==> config.mk <==
export PLATFORM = sky130hd
export DESIGN_NAME = ble_ad_structure_parser
export DESIGN_NICKNAME = d
export VERILOG_FILES = /design/src/design/bleadp_pkg.sv /design/src/design/bleadp_front.sv /design/src/design/bleadp_queue.sv /design/src/design/ble_ad_structure_parser.sv
export VERILOG_INCLUDE_DIRS = /design/src /design/src/design
export SDC_FILE = /design/constraint.sdc
export NUM_CORES = 2
export LEC_CHECK = 0
export BUFFER_PORTS_ARGS = -buffer_cell sky130_fd_sc_hd__buf_4
export CORE_ASPECT_RATIO = 0.75
export CORE_MARGIN = 10
export CORE_UTILIZATION = 63
export CTS_CLUSTER_DIAMETER = 30
export CTS_CLUSTER_SIZE = 24
export DETAILED_ROUTE_END_ITERATION = 10
export PLACE_DENSITY = 0.81
export SYNTH_ARGS = -nofsm -noshare
export SYNTH_HDL_FRONTEND = slang
export SYNTH_SLANG_ARGS = --single-unit
==> constraint.sdc <==
create_clock -name i_clk -period 6.4 [get_ports i_clk]
set_clock_uncertainty 0.05 [all_clocks]
set_input_delay 1.28 -clock i_clk [delete_from_list [all_inputs] [get_ports i_clk]]
set_output_delay 1.28 -clock i_clk [all_outputs]
set_load 0.005 [all_outputs]
==> src/design/ble_ad_structure_parser_macros.svh <==
// ----------------------------------------------------------------------------
// ble_ad_structure_parser_macros
// assertion macros shared by the advertising data parser
// ----------------------------------------------------------------------------
`ifndef BLE_AD_STRUCTURE_PARSER_MACROS_SVH
`define BLE_AD_STRUCTURE_PARSER_MACROS_SVH

// condition implies consequence in the same cycle
`define BLEADP_ASSERT_IMPL(label, ante, cons, msg) \
    label: assert property (@(posedge i_clk) disable iff (!i_rst_n) \
        (ante) |-> (cons)) else $error(msg);

// condition implies consequence in the next cycle
`define BLEADP_ASSERT_NEXT(label, ante, cons, msg) \
    label: assert property (@(posedge i_clk) disable iff (!i_rst_n) \
        (ante) |=> (cons)) else $error(msg);

`endif

==> src/design/bleadp_pkg.sv <==
// ----------------------------------------------------------------------------
// bleadp_pkg
// types and constants of the advertising data structure parser
// ----------------------------------------------------------------------------
package bleadp_pkg;

    localparam int QUEUE_DEPTH = 8;
    localparam int MAX_PUSH    = 3;

    typedef enum logic [1:0] {
        PH_LEN,
        PH_TYPE,
        PH_DATA
    } t_phase;

    typedef enum logic [3:0] {
        KIND_FLAGS       = 4'd0,
        KIND_TX_POWER    = 4'd1,
        KIND_DEV_CLASS   = 4'd2,
        KIND_DEVICE_ID   = 4'd3,
        KIND_APPEARANCE  = 4'd4,
        KIND_COMPANY     = 4'd5,
        KIND_UUID16      = 4'd6,
        KIND_UUID32      = 4'd7,
        KIND_UUID128_LO  = 4'd8,
        KIND_UUID128_HI  = 4'd9,
        KIND_OTHER       = 4'd10,
        KIND_END         = 4'd11
    } t_kind;

    typedef enum logic [1:0] {
        ST_COMPLETE   = 2'd0,
        ST_TERMINATED = 2'd1,
        ST_TRUNCATED  = 2'd2
    } t_status;

    localparam logic [7:0] AD_FLAGS          = 8'h01;
    localparam logic [7:0] AD_UUID16_PART    = 8'h02;
    localparam logic [7:0] AD_UUID16_FULL    = 8'h03;
    localparam logic [7:0] AD_UUID32_PART    = 8'h04;
    localparam logic [7:0] AD_UUID32_FULL    = 8'h05;
    localparam logic [7:0] AD_UUID128_PART   = 8'h06;
    localparam logic [7:0] AD_UUID128_FULL   = 8'h07;
    localparam logic [7:0] AD_TX_POWER       = 8'h0A;
    localparam logic [7:0] AD_DEV_CLASS      = 8'h0D;
    localparam logic [7:0] AD_DEVICE_ID      = 8'h10;
    localparam logic [7:0] AD_APPEARANCE     = 8'h19;
    localparam logic [7:0] AD_MANUFACTURER   = 8'hFF;

    typedef struct packed {
        t_kind       kind;
        logic [7:0]  ad_type;
        logic [7:0]  net_length;
        logic [63:0] value;
        logic [6:0]  element_count;
        t_status     status;
        logic        last_result;
    } t_result;

    typedef struct packed {
        logic [1:0]          count;
        t_result [2:0]       slots;
    } t_push;

    typedef struct packed {
        logic        present;
        t_kind       kind;
        logic [63:0] value;
    } t_elem_end;

endpackage

==> src/design/bleadp_front.sv <==
// ----------------------------------------------------------------------------
// bleadp_front
// splits incoming words into elements and builds up to three results per word
// ----------------------------------------------------------------------------
module bleadp_front (
    input  logic              i_clk,
    input  logic              i_rst_n,
    input  logic              i_accept,
    input  logic [7:0]        i_data_byte,
    input  logic              i_last_byte,
    output bleadp_pkg::t_push o_push
);
    import bleadp_pkg::*;

    t_phase      r_phase, n_phase;
    logic [7:0]  r_remaining, n_remaining;
    logic [7:0]  r_type, n_type;
    logic [7:0]  r_net_len, n_net_len;
    logic [7:0]  r_index, n_index;
    logic [63:0] r_acc, n_acc;
    logic [6:0]  r_count, n_count;
    logic        r_term, n_term;

    logic [7:0]  type_nl;
    logic [7:0]  rem_dec;
    logic [4:0]  unit;
    logic [2:0]  hmask;
    logic [2:0]  q;
    logic [63:0] acc_uuid;
    logic        uuid_v;
    t_kind       uuid_kind;
    logic [63:0] uuid_val;
    logic        fin_req;
    logic        fin_v;
    t_elem_end   ek;
    t_result     res_uuid, res_fin, res_end;
    t_status     end_status;

    function automatic logic [4:0] uuid_unit(input logic [7:0] t);
        logic [4:0] u;
        u = 5'd0;
        if (t == AD_UUID16_PART || t == AD_UUID16_FULL) u = 5'd2;
        if (t == AD_UUID32_PART || t == AD_UUID32_FULL) u = 5'd4;
        if (t == AD_UUID128_PART || t == AD_UUID128_FULL) u = 5'd16;
        return u;
    endfunction

    function automatic t_elem_end end_kind(input logic [7:0] t, input logic [7:0] nl,
                                           input logic [63:0] acc, input logic [4:0] u);
        t_elem_end e;
        e.present = 1'b1;
        e.kind    = KIND_OTHER;
        e.value   = '0;
        if (u != 5'd0) begin
            e.present = (nl < {3'b000, u});
        end else begin
            case (t)
                AD_FLAGS: begin
                    if (nl >= 8'd1) begin
                        e.kind  = KIND_FLAGS;
                        e.value = {56'd0, acc[7:0]};
                    end
                end
                AD_TX_POWER: begin
                    if (nl >= 8'd1) begin
                        e.kind  = KIND_TX_POWER;
                        e.value = {{56{acc[7]}}, acc[7:0]};
                    end
                end
                AD_DEV_CLASS: begin
                    if (nl >= 8'd3) begin
                        e.kind  = KIND_DEV_CLASS;
                        e.value = {40'd0, acc[23:0]};
                    end
                end
                AD_DEVICE_ID: begin
                    if (nl >= 8'd8) begin
                        e.kind  = KIND_DEVICE_ID;
                        e.value = acc;
                    end
                end
                AD_APPEARANCE: begin
                    if (nl >= 8'd2) begin
                        e.kind  = KIND_APPEARANCE;
                        e.value = {48'd0, acc[15:0]};
                    end
                end
                AD_MANUFACTURER: begin
                    if (nl >= 8'd2) begin
                        e.kind  = KIND_COMPANY;
                        e.value = {48'd0, acc[15:0]};
                    end
                end
                default: begin
                    e.kind = KIND_OTHER;
                end
            endcase
        end
        return e;
    endfunction

    assign type_nl = r_remaining - 8'd1;
    assign rem_dec = r_remaining - 8'd1;
    assign unit    = uuid_unit(r_type);
    assign hmask   = (unit == 5'd2) ? 3'd1 : ((unit == 5'd4) ? 3'd3 : 3'd7);
    assign q       = r_index[2:0] & hmask;
    assign acc_uuid = ((q == 3'd0) ? 64'd0 : r_acc)
                    | ({56'd0, i_data_byte} << {q, 3'b000});

    // next state
    always_comb begin
        n_phase = r_phase;
        if (!r_term) begin
            case (r_phase)
                PH_LEN: begin
                    if (i_data_byte != 8'd0) n_phase = PH_TYPE;
                end
                PH_TYPE: begin
                    n_phase = (type_nl == 8'd0) ? PH_LEN : PH_DATA;
                end
                PH_DATA: begin
                    if (rem_dec == 8'd0) n_phase = PH_LEN;
                end
                default: begin
                    n_phase = PH_LEN;
                end
            endcase
        end
    end

    // datapath and results
    always_comb begin
        n_remaining = r_remaining;
        n_type      = r_type;
        n_net_len   = r_net_len;
        n_index     = r_index;
        n_acc       = r_acc;
        n_count     = r_count;
        n_term      = r_term;
        uuid_v      = 1'b0;
        uuid_kind   = KIND_OTHER;
        uuid_val    = '0;
        fin_req     = 1'b0;
        if (!r_term) begin
            case (r_phase)
                PH_LEN: begin
                    if (i_data_byte == 8'd0) n_term = 1'b1;
                    else n_remaining = i_data_byte;
                end
                PH_TYPE: begin
                    n_type      = i_data_byte;
                    n_net_len   = type_nl;
                    n_remaining = type_nl;
                    n_index     = 8'd0;
                    n_acc       = '0;
                    fin_req     = (type_nl == 8'd0);
                end
                PH_DATA: begin
                    if (unit != 5'd0) begin
                        n_acc = acc_uuid;
                        if (q == hmask) begin
                            uuid_v = 1'b1;
                            case (hmask)
                                3'd1: begin
                                    uuid_kind = KIND_UUID16;
                                    uuid_val  = {48'd0, acc_uuid[15:0]};
                                end
                                3'd3: begin
                                    uuid_kind = KIND_UUID32;
                                    uuid_val  = {32'd0, acc_uuid[31:0]};
                                end
                                default: begin
                                    uuid_kind = r_index[3] ? KIND_UUID128_HI : KIND_UUID128_LO;
                                    uuid_val  = acc_uuid;
                                end
                            endcase
                        end
                    end else if (r_index < 8'd8) begin
                        n_acc = r_acc | ({56'd0, i_data_byte} << {r_index[2:0], 3'b000});
                    end
                    n_index     = r_index + 8'd1;
                    n_remaining = rem_dec;
                    fin_req     = (rem_dec == 8'd0);
                end
                default: begin
                    n_term = r_term;
                end
            endcase
        end
        if (fin_req && r_count != 7'h7F) n_count = r_count + 7'd1;
    end

    assign ek    = end_kind(n_type, n_net_len, n_acc, uuid_unit(n_type));
    assign fin_v = fin_req && ek.present;

    assign end_status = n_term ? ST_TERMINATED
                      : ((n_phase == PH_LEN) ? ST_COMPLETE : ST_TRUNCATED);

    always_comb begin
        res_uuid = '{kind: uuid_kind, ad_type: r_type, net_length: r_net_len,
                     value: uuid_val, element_count: r_count, status: ST_COMPLETE,
                     last_result: 1'b0};
        res_fin  = '{kind: ek.kind, ad_type: n_type, net_length: n_net_len,
                     value: ek.value, element_count: n_count, status: ST_COMPLETE,
                     last_result: 1'b0};
        res_end  = '{kind: KIND_END, ad_type: 8'd0, net_length: 8'd0,
                     value: 64'd0, element_count: n_count, status: end_status,
                     last_result: 1'b1};
        o_push.count    = {1'b0, uuid_v} + {1'b0, fin_v} + {1'b0, i_last_byte};
        o_push.slots[0] = uuid_v ? res_uuid : (fin_v ? res_fin : res_end);
        o_push.slots[1] = (uuid_v && fin_v) ? res_fin : res_end;
        o_push.slots[2] = res_end;
    end

    always_ff @(posedge i_clk) begin
        if (!i_rst_n || (i_accept && i_last_byte)) begin
            r_phase     <= PH_LEN;
            r_remaining <= '0;
            r_type      <= '0;
            r_net_len   <= '0;
            r_index     <= '0;
            r_acc       <= '0;
            r_count     <= '0;
            r_term      <= 1'b0;
        end else if (i_accept) begin
            r_phase     <= n_phase;
            r_remaining <= n_remaining;
            r_type      <= n_type;
            r_net_len   <= n_net_len;
            r_index     <= n_index;
            r_acc       <= n_acc;
            r_count     <= n_count;
            r_term      <= n_term;
        end
    end

endmodule

==> src/design/bleadp_queue.sv <==
// ----------------------------------------------------------------------------
// bleadp_queue
// result queue taking up to three words per cycle while ready and giving one per cycle while the reader is ready
// ----------------------------------------------------------------------------
module bleadp_queue #(
    parameter int P_DEPTH = bleadp_pkg::QUEUE_DEPTH
) (
    input  logic                i_clk,
    input  logic                i_rst_n,
    input  logic                i_push,
    input  bleadp_pkg::t_push   i_item,
    output logic                o_ready,
    output logic                o_valid,
    input  logic                i_ready,
    output bleadp_pkg::t_result o_head
);
    import bleadp_pkg::*;

    localparam int PW = $clog2(P_DEPTH);
    localparam int CW = $clog2(P_DEPTH + 1);

    t_result        r_mem [P_DEPTH];
    logic [PW-1:0]  r_wr, n_wr;
    logic [PW-1:0]  r_rd, n_rd;
    logic [CW-1:0]  r_level, n_level;
    logic [PW-1:0]  w1, w2, w3;
    logic [1:0]     push_n;
    logic           pop;

    function automatic logic [PW-1:0] wrap_inc(input logic [PW-1:0] p);
        return (p == PW'(P_DEPTH - 1)) ? '0 : p + 1'b1;
    endfunction

    assign w1     = wrap_inc(r_wr);
    assign w2     = wrap_inc(w1);
    assign w3     = wrap_inc(w2);
    assign push_n = i_push ? i_item.count : 2'd0;
    assign pop    = o_valid && i_ready;

    assign o_valid = (r_level != '0);
    assign o_ready = (r_level <= CW'(P_DEPTH - MAX_PUSH));
    assign o_head  = r_mem[r_rd];

    always_comb begin
        case (push_n)
            2'd1:    n_wr = w1;
            2'd2:    n_wr = w2;
            2'd3:    n_wr = w3;
            default: n_wr = r_wr;
        endcase
        n_rd    = pop ? wrap_inc(r_rd) : r_rd;
        n_level = r_level + CW'(push_n) - CW'(pop);
    end

    always_ff @(posedge i_clk) begin
        if (push_n > 2'd0) r_mem[r_wr] <= i_item.slots[0];
        if (push_n > 2'd1) r_mem[w1]   <= i_item.slots[1];
        if (push_n > 2'd2) r_mem[w2]   <= i_item.slots[2];
    end

    always_ff @(posedge i_clk) begin
        if (!i_rst_n) begin
            r_wr    <= '0;
            r_rd    <= '0;
            r_level <= '0;
        end else begin
            r_wr    <= n_wr;
            r_rd    <= n_rd;
            r_level <= n_level;
        end
    end

endmodule

==> src/design/ble_ad_structure_parser.sv <==
// ----------------------------------------------------------------------------
// ble_ad_structure_parser
// advertising / extended inquiry data parser, one byte per word
// ----------------------------------------------------------------------------
// One input byte is taken every clock while o_ready is high; the element
// state is updated in the same cycle it is accepted. A byte causes zero to
// three results, which are written to a queue of P_QUEUE_DEPTH entries and
// leave one per clock from its head while i_ready is high. The input stalls
// while fewer than three entries are free, so the sustained rate is one byte
// per cycle as long as results are taken at least as fast as they are made.
// ----------------------------------------------------------------------------
module ble_ad_structure_parser #(
    parameter int P_QUEUE_DEPTH = bleadp_pkg::QUEUE_DEPTH
) (
    input  logic        i_clk,
    input  logic        i_rst_n,
    input  logic        i_valid,
    output logic        o_ready,
    input  logic [7:0]  i_data_byte,
    input  logic        i_last_byte,
    output logic        o_valid,
    input  logic        i_ready,
    output logic [3:0]  o_kind,
    output logic [7:0]  o_ad_type,
    output logic [7:0]  o_net_length,
    output logic [63:0] o_value,
    output logic [6:0]  o_element_count,
    output logic [1:0]  o_status,
    output logic        o_last_result
);
    import bleadp_pkg::*;

`include "ble_ad_structure_parser_macros.svh"

    logic    accept;
    t_push   push;
    t_result head;

    assign accept = i_valid && o_ready;

    bleadp_front u_front (
        .i_clk       (i_clk),
        .i_rst_n     (i_rst_n),
        .i_accept    (accept),
        .i_data_byte (i_data_byte),
        .i_last_byte (i_last_byte),
        .o_push      (push)
    );

    bleadp_queue #(
        .P_DEPTH (P_QUEUE_DEPTH)
    ) u_queue (
        .i_clk   (i_clk),
        .i_rst_n (i_rst_n),
        .i_push  (accept),
        .i_item  (push),
        .o_ready (o_ready),
        .o_valid (o_valid),
        .i_ready (i_ready),
        .o_head  (head)
    );

    assign o_kind          = head.kind;
    assign o_ad_type       = head.ad_type;
    assign o_net_length    = head.net_length;
    assign o_value         = head.value;
    assign o_element_count = head.element_count;
    assign o_status        = head.status;
    assign o_last_result   = head.last_result;

    `BLEADP_ASSERT_IMPL(a_last_is_end, o_valid && o_last_result, o_kind == KIND_END,
        "last result word is not an end result")
    `BLEADP_ASSERT_IMPL(a_status_only_on_end, o_valid && o_kind != KIND_END,
        o_status == ST_COMPLETE && !o_last_result, "status set on element result")
    `BLEADP_ASSERT_IMPL(a_stall_has_data, !o_ready, o_valid,
        "input stalled while result queue is empty")
    `BLEADP_ASSERT_IMPL(a_uuid16_width, o_valid && o_kind == KIND_UUID16,
        o_value[63:16] == 48'd0, "uuid16 value wider than 16 bits")

endmodule
==> reports/results.txt <==
Slowest cell on crit path = nor3_2
Post-synthesis cell type count = 106
Syn Nets = 4716
Dpl cell area = 45500 um2
Port bufs = 108
Final instance area = 50600 um2
Core area = 68300 um2
Vias in the first global route = 41.6k
Total clock buffers created by CTS = 144
Initial Util = 63.6%
Syn. warnings = 0
Antenna violations before repair = 6
Max-cap violation count = 0
Detailed Place HPWL = 116 mm
Synthesized area per cell = 9.29 um2
Clk_lat worst skew = 0.77 ns
Htree depth = 4
Crit-path max FO = 17
Crit path buf inv count = 4
Status = finished, violations left
Remaining antenna violation count = 0
Die ar. = 80000 um2
Max Buffers Root-to-Sink = 3
Largest net degree at the start of global routing = 71
Vias/cell = 7.75
Number of synthesized flops with an enable pin = 72
Final setup TNS = 0 ns
CP cell instances = inv_1, ha_1, nor2b_2, mux2i_1, nand4_1, ha_1, o41ai_1, a311o_2, nand4_4, inv_2, fa_1, and2_1, inv_2, nor2_1, nand2_1, nor3_2, a21oi_2, buf_4, o22ai_1
DR vias = 44.1k
Worst-Margin Slew = 1.41 ns
Final Instance Count excl. Fillers = 5686
Sink Count = 871
Pre-CTS setup slack = 0.379 ns
Top cells by area, synth = dfxtp_1 (37%), mux4_2 (9.7%), a21oi_1 (5.9%)
Drt initial violations = 8742
Global Route Usage Sum = 44.0%
HP Class = register to register
Top Family by Delay on Critical Path = simple AND/OR/NAND/NOR gates
# hold bufs at CTS = 0
Die Wd = 323 um
Worst setup EP type = register
Area grow syn2layout = 16.5%
Fmax = 161 MHz
GRT overflow = 0
Critical path data required time = 7.02 ns
Ports = 109
Final hold violations = 0
#FFs+latches synth = 871
Relative slew slack = 5.87%
Total length of routed wires = 182 mm
Slew Viols, Final = 0
Placed cells = 5412
Crit path launch type = register
Clk root buf = clkbuf_16
Final worst path period share = 96.8%
Synthesized instance count = 4675
Final setup vio count = 0
Worst vdd ir = 0.000337 V
Min cycle time layout = 6.19 ns
Register area share after synthesis = 41.8%
Avg WL per Cell = 32.0 um
RSZ-0062 raised after global routing = no
Post-synth top flop = dfxtp_1
Cell Rows = 83
Nets = 4707
Largest stage delay, worst path = 0.92 ns
Worst-path clk slew = 0.05 ns
Pwr/cell area = 349 nW/um2
Setup CP Type = register to register
Die H = 247 um
Drt first pass iters = 11
Area fraction of the dominant cell type after synthesis = 36.8%
Final WS setup = 0.207 ns
Cell Area, Synth = 43400 um2
Leading area contributor after synthesis = dfxtp_1
First-pass GRT wire length = 267 mm
TritonCTS clock tree = done
Pleak = 0.0178 uW
# DRC = 4
Gpl congestion = 1.08
Crit path arrival time = 6.81 ns
Ys async rst share = 0%
Fraction of layout cells with a size suffix above 1 = 20.3%
Failing checks = DRC
==> cell usage after synthesis, drive strengths merged (36+ instances only) <==
| master | instances |
|---|---|
| dfxtp | 799 |
| a21oi | 513 |
| o21ai | 493 |
| clkbuf | 366 |
| nor2 | 326 |
| a22oi | 314 |
| nand2 | 263 |
| o22ai | 235 |
| mux4 | 188 |
| mux2 | 101 |
| a211oi | 99 |
| nor3 | 95 |
| buf | 90 |
| edfxtp | 72 |
| and3 | 68 |
| mux2i | 55 |
| nand3 | 43 |
| inv | 41 |
| xor2 | 41 |
| a31oi | 39 |
| and2 | 36 |
==> cells by family after synthesis <==
kind of cell | Yosys count | synth area share, %
XOR/XNOR | 60 | 1.21
buffers and inverters | 499 | 4.54
flip-flops | 871 | 41.8
adder cells (fa/ha/maj) | 36 | 1.03
AO/OA/AOI/OAI | 1946 | 27.9
multiplexers | 344 | 13.6
AND/OR/NAND/NOR | 919 | 9.90
==> final timing paths <==
kind | end | slack [ns] | start | depth (start not counted)
max | u_queue.r_mem[3][20] | 0.21 | u_front.r_phase[1] | 19
min | u_queue.r_mem[6][79] | 0.40 | u_queue.r_mem[6][79] | 2
max reg2reg | u_queue.r_mem[3][20] | 0.21 | u_front.r_phase[1] | 19
min reg2reg | u_queue.r_mem[6][79] | 0.40 | u_queue.r_mem[6][79] | 2
==> layout make-up <==
type	instances	area, um2
clock buffers	172	3930
diodes	7	17.5
flip-flops and latches	871	18200
clock inverters	95	1140
fillers	4861	17700
inverters	43	161
repair buffers	301	2470
multi-input cells	3305	23600
well taps	892	1120
==> registers in the layout, summed over array words and instances (netlist names), named ones only <==
| register | flops |
|---|---|
| u_front.r_term | 1 |
| u_queue.r_rd | 3 |
| u_queue.r_mem | 752 |
| u_front.r_net_len | 8 |
| u_front.r_type | 8 |
| u_front.r_count | 7 |
| u_front.r_index | 8 |
| u_front.r_acc | 64 |
| u_front.r_phase | 2 |
| u_front.r_remaining | 8 |
| u_queue.r_wr | 3 |
| u_queue.r_level | 4 |
==> stage by stage <==
| stage | hold slack, ns | utilization [%] | power (uW) |
|---|---|---|---|
| 3_5_place_dp | 0.386 | 66.6 | 9440 |
| 5_1_grt | 0.419 | 74.0 | 18000 |
| 3_3_place_gp | 0.381 | 66.6 | 9420 |
| 4_1_cts | 0.403 | 74.0 | 17500 |
| 2_1_floorplan | 0.370 | - | 8120 |
| 6_report | 0.403 | 74.1 | 17700 |
==> worst min-delay path: cells and delay by family, from the launching register on <==
| kind | cells | cell delay, ns |
|---|---|---|
| and+or+nand+nor | 1 | 0.05 |
| DFF | 1 | 0.32 |
| AOI/OAI and AO/OA | 1 | 0.06 |
==> report_power, final <==
group / leakage, uW / internal (uW) / switching, uW
Clock: 0.00247 / 5110 / 3010
Sequential: 0.00707 / 5740 / 262
Combinational: 0.00821 / 1350 / 2200
Total: 0.0178 / 12200 / 5470
==> layout by cell type, fill, tap and decap left out, types with 31 or more instances in the layout <==
master,count
dfxtp_1,796
a21oi_1,503
o21ai_0,479
nor2_1,314
a22oi_1,314
buf_4,284
nand2_1,255
o22ai_1,235
mux4_2,188
clkbuf_16,147
mux2_2,100
a211oi_1,93
edfxtp_1,72
nor3_1,70
and3_1,65
mux2i_1,55
nand3_1,41
xor2_1,41
inv_1,38
a31oi_1,38
a21o_1,31
and2_1,31
==> timing repair <==
item                                    in CTS  in global routing
gates resized for setup                      0                  1
endpoints found under the setup margin       0                 10
buffers inserted                             0                  0
==> per-layer routing <==
| layer | global-route usage, % | part of all wire [%] |
|---|---|---|
| met3 | 20.9 | 18 |
| met5 | 0 | 0.035 |
| met2 | 59.6 | 40 |
| met1 | 58.1 | 37 |
| met4 | 21.8 | 5.7 |
(Power assumes the default switching activity.)
